File: src/rtl/core/bdss_pkg.sv
`timescale 1ns / 1ps

package bdss_pkg;

    // Map geometry
    localparam int MAP_SIZE  = 2047;
    localparam int MIN_VALUE = -1023;
    localparam int MAX_VALUE = MIN_VALUE + MAP_SIZE - 1;

    localparam int WORD_W    = 32;
    localparam int BIT_W     = $clog2(WORD_W);
    localparam int IDX_W     = $clog2(MAP_SIZE + 1);
    localparam int NUM_WORDS = (MAP_SIZE + WORD_W - 1) / WORD_W;
    localparam int ROW_W     = IDX_W - BIT_W;

    localparam int VAL_IN_W  = 16;
    localparam int VAL_OUT_W = 11;
    localparam int TDATA_W   = 16;

    typedef enum logic [1:0] {
        REQ_INSERT = 2'd0,
        REQ_FETCH  = 2'd1,
        REQ_CLEAR  = 2'd2,
        REQ_UNDEF  = 2'd3
    } t_req;

    typedef enum logic [2:0] {
        ST_NEW     = 3'd0,
        ST_DUP     = 3'd1,
        ST_RANGE   = 3'd2,
        ST_FETCHED = 3'd3,
        ST_NONE    = 3'd4
    } t_status;

    typedef enum logic [1:0] {
        S_IDLE,
        S_INS,
        S_FCHK,
        S_NOTE
    } t_state;

    typedef struct packed {
        logic             found;
        logic [BIT_W-1:0] pos;
    } t_enc;

    // Lowest set bit of a word
    function automatic t_enc lowest_set(input logic [WORD_W-1:0] word);
        t_enc res;
        res.found = 1'b0;
        res.pos   = '0;
        for (int i = WORD_W - 1; i >= 0; i--) begin
            if (word[i]) begin
                res.found = 1'b1;
                res.pos   = BIT_W'(i);
            end
        end
        return res;
    endfunction

endpackage

File: src/rtl/core/bitmap_dedup_sorted_set.sv
`timescale 1ns / 1ps

// Deduplicating sorted set over -1023..1023, held as a presence bitmap in a
// 64 x 32 word memory. Requests arrive on the slave stream (tuser = request
// kind, tdata = value); each request gives exactly one response on the master
// stream (tuser = status, tdata = value). Insert marks a value and answers
// new, duplicate or out of range; out-of-range values change nothing. Fetch
// scans upward from a cursor and returns the next present value, moving the
// cursor past it, so repeated fetches list the unique values in ascending
// order; once the map is exhausted every fetch answers "none" until a clear.
// Clear empties the map and rewinds the cursor by resetting the per-row valid
// flags, with no memory sweep. Insert, clear, undefined and out-of-range
// requests pass through the accept cycle and one sequencer state (an insert
// is one read-modify-write); a fetch scans the 32-bit rows in turn with the
// single priority encoder, covering 1..64 rows. The block takes
// one request at a time; a response waiting in the output register only
// holds the block back when the next response is ready to be written.
module bitmap_dedup_sorted_set
    import bdss_pkg::*;
(
    input  logic                 i_clk,
    input  logic                 i_rst_n,

    input  logic                 i_s_axis_tvalid,
    output logic                 o_s_axis_tready,
    input  logic [TDATA_W-1:0]   i_s_axis_tdata,  // [15:0] value (signed)
    input  logic [1:0]           i_s_axis_tuser,  // [1:0] req_type

    output logic                 o_m_axis_tvalid,
    input  logic                 i_m_axis_tready,
    output logic [TDATA_W-1:0]   o_m_axis_tdata,  // [10:0] out_value (signed), [15:11] zero
    output logic [2:0]           o_m_axis_tuser   // [2:0] status
);

    // Bitmap memory and per-row valid flags (an invalid row reads as zero)
    logic [WORD_W-1:0]    r_bitmap [NUM_WORDS];
    logic [NUM_WORDS-1:0] r_row_valid, n_row_valid;
    logic [WORD_W-1:0]    r_rd_data;
    logic                 r_rd_valid;

    // Sequencer and request state
    t_state               r_state, n_state;
    logic [IDX_W-1:0]     r_cursor, n_cursor;
    logic [IDX_W-1:0]     r_idx, n_idx;
    logic [ROW_W-1:0]     r_scan_row, n_scan_row;
    logic [BIT_W-1:0]     r_lo, n_lo;
    t_status              r_note, n_note;

    // Output register
    logic                 r_out_valid, n_out_valid;
    t_status              r_out_status, n_out_status;
    logic [VAL_OUT_W-1:0] r_out_value, n_out_value;

    // Memory port controls
    logic                 rd_en, wr_en;
    logic [ROW_W-1:0]     rd_addr, wr_addr;
    logic [WORD_W-1:0]    wr_data;

    logic                 accept, out_free;
    t_req                 req;
    logic signed [VAL_IN_W-1:0] in_val;
    logic                 in_range;
    logic [VAL_IN_W-1:0]  in_off;
    logic [WORD_W-1:0]    rd_word, scan_word;
    logic                 ins_hit;
    t_enc                 enc;
    logic [IDX_W-1:0]     hit_pos;
    logic                 last_row;

    assign accept   = i_s_axis_tvalid && o_s_axis_tready;
    assign out_free = !r_out_valid || i_m_axis_tready;
    assign req      = t_req'(i_s_axis_tuser);
    assign in_val   = $signed(i_s_axis_tdata);
    assign in_range = (in_val >= MIN_VALUE) && (in_val <= MAX_VALUE);
    assign in_off   = i_s_axis_tdata - VAL_IN_W'(MIN_VALUE);

    assign rd_word   = r_rd_valid ? r_rd_data : '0;
    assign ins_hit   = rd_word[r_idx[BIT_W-1:0]];
    // mask off bits below the cursor on the first row of a scan
    assign scan_word = rd_word & ({WORD_W{1'b1}} << r_lo);
    assign enc       = lowest_set(scan_word);
    assign hit_pos   = {r_scan_row, enc.pos};
    assign last_row  = (r_scan_row == ROW_W'(NUM_WORDS - 1));

    assign o_s_axis_tready = (r_state == S_IDLE);
    assign o_m_axis_tvalid = r_out_valid;
    assign o_m_axis_tuser  = r_out_status;
    assign o_m_axis_tdata  = {{(TDATA_W - VAL_OUT_W){1'b0}}, r_out_value};

    // Next state
    always_comb begin
        n_state = r_state;
        case (r_state)
            S_IDLE: begin
                if (accept) begin
                    case (req)
                        REQ_INSERT: n_state = in_range ? S_INS : S_NOTE;
                        REQ_FETCH:  n_state = S_FCHK;
                        default:    n_state = S_NOTE;
                    endcase
                end
            end
            S_INS: begin
                if (out_free) begin
                    n_state = S_IDLE;
                end
            end
            S_FCHK: begin
                if ((enc.found || last_row) && out_free) begin
                    n_state = S_IDLE;
                end
            end
            S_NOTE: begin
                if (out_free) begin
                    n_state = S_IDLE;
                end
            end
            default: n_state = S_IDLE;
        endcase
    end

    // Datapath and memory controls
    always_comb begin
        n_cursor     = r_cursor;
        n_row_valid  = r_row_valid;
        n_idx        = r_idx;
        n_scan_row   = r_scan_row;
        n_lo         = r_lo;
        n_note       = r_note;
        n_out_valid  = r_out_valid && !i_m_axis_tready;
        n_out_status = r_out_status;
        n_out_value  = r_out_value;
        rd_en        = 1'b0;
        rd_addr      = r_scan_row;
        wr_en        = 1'b0;
        wr_addr      = r_idx[IDX_W-1:BIT_W];
        wr_data      = rd_word | (WORD_W'(1) << r_idx[BIT_W-1:0]);

        case (r_state)
            S_IDLE: begin
                if (accept) begin
                    case (req)
                        REQ_INSERT: begin
                            n_idx  = in_off[IDX_W-1:0];
                            n_note = ST_RANGE;
                            if (in_range) begin
                                rd_en   = 1'b1;
                                rd_addr = in_off[IDX_W-1:BIT_W];
                            end
                        end
                        REQ_FETCH: begin
                            rd_en      = 1'b1;
                            rd_addr    = r_cursor[IDX_W-1:BIT_W];
                            n_scan_row = r_cursor[IDX_W-1:BIT_W];
                            n_lo       = r_cursor[BIT_W-1:0];
                        end
                        REQ_CLEAR: begin
                            n_row_valid = '0;
                            n_cursor    = '0;
                            n_note      = ST_NONE;
                        end
                        default: n_note = ST_NONE;
                    endcase
                end
            end
            S_INS: begin
                if (out_free) begin
                    n_out_valid = 1'b1;
                    n_out_value = '0;
                    if (ins_hit) begin
                        n_out_status = ST_DUP;
                    end else begin
                        n_out_status = ST_NEW;
                        wr_en        = 1'b1;
                        n_row_valid[r_idx[IDX_W-1:BIT_W]] = 1'b1;
                    end
                end
            end
            S_FCHK: begin
                if (enc.found) begin
                    if (out_free) begin
                        n_out_valid  = 1'b1;
                        n_out_status = ST_FETCHED;
                        n_out_value  = VAL_OUT_W'(hit_pos) + VAL_OUT_W'(MIN_VALUE);
                        n_cursor     = hit_pos + IDX_W'(1);
                    end
                end else if (last_row) begin
                    if (out_free) begin
                        n_out_valid  = 1'b1;
                        n_out_status = ST_NONE;
                        n_out_value  = '0;
                        n_cursor     = IDX_W'(MAP_SIZE);
                    end
                end else begin
                    // step to the next row, full width
                    rd_en      = 1'b1;
                    rd_addr    = r_scan_row + ROW_W'(1);
                    n_scan_row = r_scan_row + ROW_W'(1);
                    n_lo       = '0;
                end
            end
            S_NOTE: begin
                if (out_free) begin
                    n_out_valid  = 1'b1;
                    n_out_status = r_note;
                    n_out_value  = '0;
                end
            end
            default: ;
        endcase
    end

    // Control registers
    always_ff @(posedge i_clk) begin
        if (!i_rst_n) begin
            r_state     <= S_IDLE;
            r_cursor    <= '0;
            r_row_valid <= '0;
            r_out_valid <= 1'b0;
        end else begin
            r_state     <= n_state;
            r_cursor    <= n_cursor;
            r_row_valid <= n_row_valid;
            r_out_valid <= n_out_valid;
        end
    end

    // Payload registers
    always_ff @(posedge i_clk) begin
        r_idx        <= n_idx;
        r_scan_row   <= n_scan_row;
        r_lo         <= n_lo;
        r_note       <= n_note;
        r_out_status <= n_out_status;
        r_out_value  <= n_out_value;
    end

    // Bitmap memory: one write port, one registered read port
    always_ff @(posedge i_clk) begin
        if (wr_en) begin
            r_bitmap[wr_addr] <= wr_data;
        end
    end

    always_ff @(posedge i_clk) begin
        if (rd_en) begin
            r_rd_data  <= r_bitmap[rd_addr];
            r_rd_valid <= r_row_valid[rd_addr];
        end
    end

`ifndef SYNTHESIS
    a_cursor_bound: assert property (@(posedge i_clk) disable iff (!i_rst_n)
        r_cursor <= IDX_W'(MAP_SIZE))
        else $error("scan cursor beyond map");

    a_write_only_new: assert property (@(posedge i_clk) disable iff (!i_rst_n)
        wr_en |-> (r_state == S_INS) && !ins_hit)
        else $error("bitmap written outside a new insert");

    a_accept_busy: assert property (@(posedge i_clk) disable iff (!i_rst_n)
        accept |=> !o_s_axis_tready)
        else $error("ready right after an accepted request");

    a_fetch_value: assert property (@(posedge i_clk) disable iff (!i_rst_n)
        (r_out_valid && r_out_status != ST_FETCHED) |-> (r_out_value == '0))
        else $error("nonzero value on a non-fetch response");

    a_reset_idle: assert property (@(posedge i_clk)
        !i_rst_n |=> !o_m_axis_tvalid && o_s_axis_tready)
        else $error("not idle after reset");
`endif

endmodule

File: config.mk
export PLATFORM = sky130hd
export DESIGN_NAME = bitmap_dedup_sorted_set
export DESIGN_NICKNAME = d
export VERILOG_FILES = /design/src/rtl/core/bdss_pkg.sv /design/src/rtl/core/bitmap_dedup_sorted_set.sv
export SDC_FILE = /design/constraint.sdc
export NUM_CORES = 2
export LEC_CHECK = 0
export BUFFER_PORTS_ARGS = -buffer_cell sky130_fd_sc_hd__buf_2
export CELL_PAD_IN_SITES_DETAIL_PLACEMENT = 0
export CELL_PAD_IN_SITES_GLOBAL_PLACEMENT = 1
export CORE_ASPECT_RATIO = 0.5
export CORE_MARGIN = 2
export CORE_UTILIZATION = 54
export DETAILED_ROUTE_END_ITERATION = 12
export GPL_ROUTABILITY_DRIVEN = 0
export GPL_TIMING_DRIVEN = 1
export PLACE_DENSITY = 0.77
export SYNTH_ARGS = -nofsm -noshare
export SYNTH_HDL_FRONTEND = slang
export SYNTH_SLANG_ARGS = --single-unit
File: constraint.sdc
create_clock -name i_clk -period 5.44 [get_ports i_clk]
set_input_delay 0.272 -clock i_clk [delete_from_list [all_inputs] [get_ports i_clk]]
set_output_delay 0.272 -clock i_clk [all_outputs]
set_load 0.01 [all_outputs]
* Yosys cells after proc, flatten, opt, wreduce, memory -nomap -nowiden
Memories as Yosys holds them, arrays and structs flattened. A register that Yosys moved wholly into a read port is not among the register bits. Index checks and enable logic that the tools add are counted.
Storage, ports and cells: register bits 118, bits in writable memories 2048, input port bits 22, output and inout bits 21, word-level logic and storage cells 172, memories kept 1
Operators by class: $add $sub $neg 4, order comparisons 6, eq/ne operators 19, shift operators 2, mux-type cells 100, bitwise gates (word level) 4, reductions and logical operators 25
Memories:
- r_bitmap | words 64, bits a word 32, read ports 1, clocked after memory_dff 1, write ports 1, line bitmap_dedup_sorted_set.sv:36 | logic [WORD_W-1:0] r_bitmap [NUM_WORDS];
Operators with widths (number):
- $mux 64 | 4
- $mux 6 | 38
- $pmux 64 s2 | 1
- $mux 11 | 10
- $or 64x64->64 | 1
- $pmux 11 s2 | 2
- $pmux 6 s2 | 3
- $and 32x32->32 | 1
- $mux 32 | 1
- $or 32x32->32 | 1
- $shl 1x5->32 const A | 1
- $shl 32x5->32 const A | 1
- $mux 5 | 4
- $mux 3 | 6
- $ge 16x11->1 const B | 1
- $le 16x11->1 const B | 1
- $mux 1 | 16
- $reduce_and 3->1 | 5
- $lt 6x7->1 const B | 2
- $ne 2x2->1 const B | 6
- $reduce_and 6->1 | 2
- $add 11x1->11 const B | 1
- $add 11x11->11 const B | 1
- $sub 11x11->11 const B | 1
- 27 further kinds | 50

* Logic depth before layout (Yosys ltp)
word-level depth 38, mapped depth 19, gate-level depth less buffers 15

* Worst setup path before layout
No wires, ideal clock.
kind reg2reg, start point register r_idx[0], end point memory r_bitmap[35][0] (enable), library setup time 421 ps, arrival time 4279 ps, required time 5019 ps, path slack 740 ps, cell stages (with the launch flop) 11, buffers on the path 3, clock period less this slack 4700 ps, cells stage by stage edfxtp_1 -> clkbuf_1 -> clkbuf_1 -> mux4_2 -> mux4_2 -> mux2_2 -> nand2_1 -> nand4b_1 -> nand2b_1 -> clkbuf_1 -> nor2_1
Between the ends: longest elaborated chain between the ends 7
Ends and longest elaborated chain:
- start: declaration | line bitmap_dedup_sorted_set.sv:44 | logic [IDX_W-1:0] r_idx, n_idx;
- start signal: assignment | line bitmap_dedup_sorted_set.sv:230 | r_idx <= n_idx;
- $bmux 1 s5 | line bitmap_dedup_sorted_set.sv:78 | assign ins_hit = rd_word[r_idx[BIT_W-1:0]];
- $mux 1 (implied by the code) | line bitmap_dedup_sorted_set.sv:78
- $mux 1 | line bitmap_dedup_sorted_set.sv:170 | if (ins_hit) begin
- $mux 1 | line bitmap_dedup_sorted_set.sv:167 | if (out_free) begin
- $mux 1 | line bitmap_dedup_sorted_set.sv:139 | case (r_state)
- $mux 1 | line bitmap_dedup_sorted_set.sv:240 | if (wr_en) begin
- $mux 1 (implied by the code) | line bitmap_dedup_sorted_set.sv:241 | r_bitmap[wr_addr] <= wr_data;
- end: declaration | line bitmap_dedup_sorted_set.sv:36
Every way passes these cells. The select of a mux whose other input is x is not followed.

* Worst setup path after layout
start point register r_lo[1], end point register r_rd_data[14] (read register of r_bitmap) (data pin)
Between the ends: longest elaborated chain between the ends 36, elaborated cells on any way between the ends 38, those cells by class shift (1); mux (36); bitwise (1)
Ends and longest elaborated chain:
- start: declaration | line bitmap_dedup_sorted_set.sv:46 | logic [BIT_W-1:0] r_lo, n_lo;
- start signal: assignment | line bitmap_dedup_sorted_set.sv:232 | r_lo <= n_lo;
- $shl 32x5->32 (*) | line bitmap_dedup_sorted_set.sv:80 | assign scan_word = rd_word & ({WORD_W{1'b1}} << r_lo);
- $and 32x32->32 (*) | line bitmap_dedup_sorted_set.sv:80
- $mux 6 (31 in series) | line bdss_pkg.sv:53 | if (word[i]) begin
- $mux 6 (*) | line bdss_pkg.sv:53
- $mux 6 or $mux 1 (tied branches)
- $pmux 6 s2 or $pmux 1 s2 (tied branches) | line bitmap_dedup_sorted_set.sv:139
- end: declaration | line bitmap_dedup_sorted_set.sv:38 | logic [WORD_W-1:0] r_rd_data;
Every way passes the cells marked *; elsewhere a longest branch is shown, timed or not. A chain may end at the register's enable or synchronous reset.

==> results.yml <==
status:
  status: "complete, no violations"
drt:
  dr.pass1.iters: 7
  ant_nets: 0
  wl_per_cell_um: 31.4
  drc: 0
  viasPerCell: 6.57
  postRouteWirelength_um: 251000
  num_vias: 52400
  drt_iter0_drc: 8093
cts:
  clock_latency_ns: 0.84
  cts_tree: "done"
  root_buffer: "clkbuf_16"
  htree_num_levels: 4
  path_clk_slew_ns: 0.07
  clk_path_buf_depth: 4
  numClockSinks: 2197
  cts_buffers: 191
timing:
  clock-skew-final_ns: 0.0506
  max_freq_ghz: 0.191
  min_period_over_period: 0.965
  maxSlewHeadroom: 0.0716
  hold_viol: 0
  fin_crit_ns: 5.25
  tightest_slew_ns: 1.39
  slew_violations: 0
  setup_violations: 0
finish:
  stdcell_area_mm2: 0.0988
  final_util: 0.623
  fin_nets: 5749
  area_delta_synth_final_pct: 14.1
  drive_above_1_share: 0.175
worst_setup_path:
  crit_path_max_incr_delay_ns: 0.63
  worst-setup-path-type: "reg -> reg"
  startpoint_type: "flip-flop"
  worst_setup_path_end_kind: "flip-flop"
  cp_slowest_cell: "edfxtp_1"
  cp_max_fo: 29
  critPathArrivalTime_ns: 5.79
  worstPathRequired_ns: 5.98
  worstPathCellList: "o2111ai_1 -> nor2b_1 -> nor4_1 -> nand2b_1 -> or3_1 -> a221oi_2 -> nor2_4 -> buf_4 -> nor2_4 -> buf_12 -> a32oi_1 -> nand4_1 -> nand3_2 -> buf_4 -> or3_1"
  reg2regPathDepth: 15
synth:
  ys_ff_latch: 2197
  netlist.area_leader.share: 0.735
  yosysMostFrequentCell: "edfxtp_1"
  synth-edff-count: 2119
  ys_warn_count: 0
  synth_ff_type: "edfxtp_1"
  synth_top_area_cell: "edfxtp_1"
  synthTopCellsByArea: "edfxtp_1, mux4_2, nand2_1, nand3_1, dfxtp_1"
  seq_area_frac_synth: 0.753
  synthCells: 5485
  syn_avg_cell_area_um2: 15.8
  synthDistinctLibCells: 76
  syn_area_mm2: 0.0866
  synth_common_cells: "edfxtp_1, nand2_1, nand3_1"
  synthArstFlopShare: 0
run:
  cap_viol_max_count: 0
global_routing:
  grt_max_degree: 86
  overflow: 0
  antenna_found_initial: 22
  grt_pass1_vias: 50700
  grt_pass1_wl_um: 355000
  grt.total_usage: 0.305
power_and_ir_drop:
  power_frac_clock: 0.362
  p_sw_frac: 0.246
  max-vdd-ir-drop_mv: 0.282
  p_int_mw: 27.3
  power_frac_comb: 0.121
  seqPwrFrac: 0.517
  cellPowerDensity_mw_per_mm2: 367
  p_sw_mw: 8.91
  p_leak_nw: 32.5
floorplan:
  rows: 103
  dieHeight_um: 287
  core_area_mm2: 0.159
  dieWidth_um: 570
  ios: 43
  initial_utilization: 0.546
  die-area_mm2: 0.164
worst_hold_path:
  min_path_type: "in -> reg"
  min_path_cells: 2
placement:
  place_area_mm2: 0.0926
  dp_hpwl_um: 145000
  numPortBuffers: 37
[power groups by stage]
stage / logic (mW) / registers (mW) / clock network, mW
2_1_floorplan: 2.47 / 19.1 / 0
3_3_place_gp: 4.21 / 19.1 / 0
3_5_place_dp: 4.27 / 19.1 / 0
4_1_cts: 4.30 / 18.7 / 13.2
5_1_grt: 4.65 / 18.7 / 13.8
6_report: 4.40 / 18.7 / 13.1
[metrics by stage]
| step | setup WS [ns] | hold WS [ns] | std cells | TNS (ns) | total power, mW |
|---|---|---|---|---|---|
| global route | -0.0645 | 0.0628 | 7965 | -0.266 | 37.2 |
| CTS | 0.0585 | 0.0126 | 7947 | 0 | 36.2 |
| global placement | 0.156 | 0.439 | 7591 | 0 | 23.3 |
| detailed placement | 0.120 | 0.439 | 7591 | 0 | 23.4 |
| finish | 0.193 | 0.0588 | 7976 | 0 | 36.3 |
| floorplan | 0.740 | 0.417 | 5489 | 0 | 21.6 |
[final timing paths]
check                    startpoint       endpoint  slack, ns
setup / recovery            r_lo[1]  r_rd_data[14]       0.19
hold / removal    i_s_axis_tuser[0]      r_note[1]       0.06
setup reg to reg            r_lo[1]  r_rd_data[14]       0.19
hold reg to reg         r_cursor[4]    r_cursor[4]       0.45
[cell families (layout without fill, tap and decap cells)]
kind of cell               after synthesis  after routing  synth area share
DFF                                   2197           2197             0.753
adders and majority gates                5              5          0.000693
buffers and inverters                  369            745            0.0191
AOI/OAI and AO/OA                      534            534            0.0438
xor gates and xnor gates                18             18           0.00182
other                                    1             16         0.0000433
and+or+nand+nor                       2005           2005             0.102
muxes                                  356            356            0.0799
[layer usage]
layer,vias to the layer above,part of all wire,GRT usage
li1,21700,-,-
met3,543,0.15,0.111
met5,-,0.00064,0
met4,24,0.033,0.0918
met1,26700,0.38,0.426
met2,3452,0.44,0.451
[cells in the final DEF, fill, tap and decap left out, types with 15 or more instances in the layout]
master,synthesis,routed
a22oi_1,104,104
a31oi_1,42,42
o2111ai_1,34,33
buf_4,15,212
a311oi_1,32,32
buf_12,0,119
a32oi_1,72,72
nand2b_1,15,15
dlygate4sd3_1,0,21
clkbuf_16,0,194
nor2_4,0,77
nand2_1,1062,1061
o21ai_0,64,45
and3_1,43,43
mux2i_1,84,84
nand3_1,485,482
a21oi_1,102,102
nor2_1,193,117
buf_2,92,37
nor2b_1,23,23
nand4_1,73,73
mux4_2,268,268
inv_1,20,20
or3_1,40,40
dfxtp_1,78,78
o21ai_4,0,19
edfxtp_1,2119,2119
clkinv_2,0,30
clkbuf_1,197,49
nor3_1,19,17
clkinv_1,1,40
[flip-flops by register name (all words and copies together) (netlist names)]
name and count:
o_m_axis_tuser 3, o_m_axis_tvalid 1, r_bitmap 2048, r_cursor 11, r_idx 11, r_lo 5, r_note 2, r_out_value 11
r_rd_data 32, r_rd_valid 1, r_row_valid 64, r_scan_row 6, r_state 2
[worst max-delay path: cells and delay by family, from the launching register on]
kind,cells,cell delay (ns)
AND/OR/NAND/NOR,9,2.81
AO/OA/AOI/OAI,3,0.75
buffers and inverters,3,0.72
flip-flops,1,0.63
[cell type report]
class	count	area (um2)
Timing Repair Buffer	389	4370
Fill cell	11300	59700
Clock inverter	92	776
Multi-Input combinational cell	2923	20700
Sequential cell	2197	65200
Tap cell	2100	2630
Inverter	21	78.8
Clock buffer	243	5040
Antenna cell	11	27.5
[repair_timing]
item | in CTS | in global routing
resized for setup | 0 | 4
setup buffers | 0 | 18
hold buffers | 21 | 0
endpoints found under the hold margin | 27 | 0
endpoints found under the setup margin | 0 | 19
(Power assumes the default switching activity.)
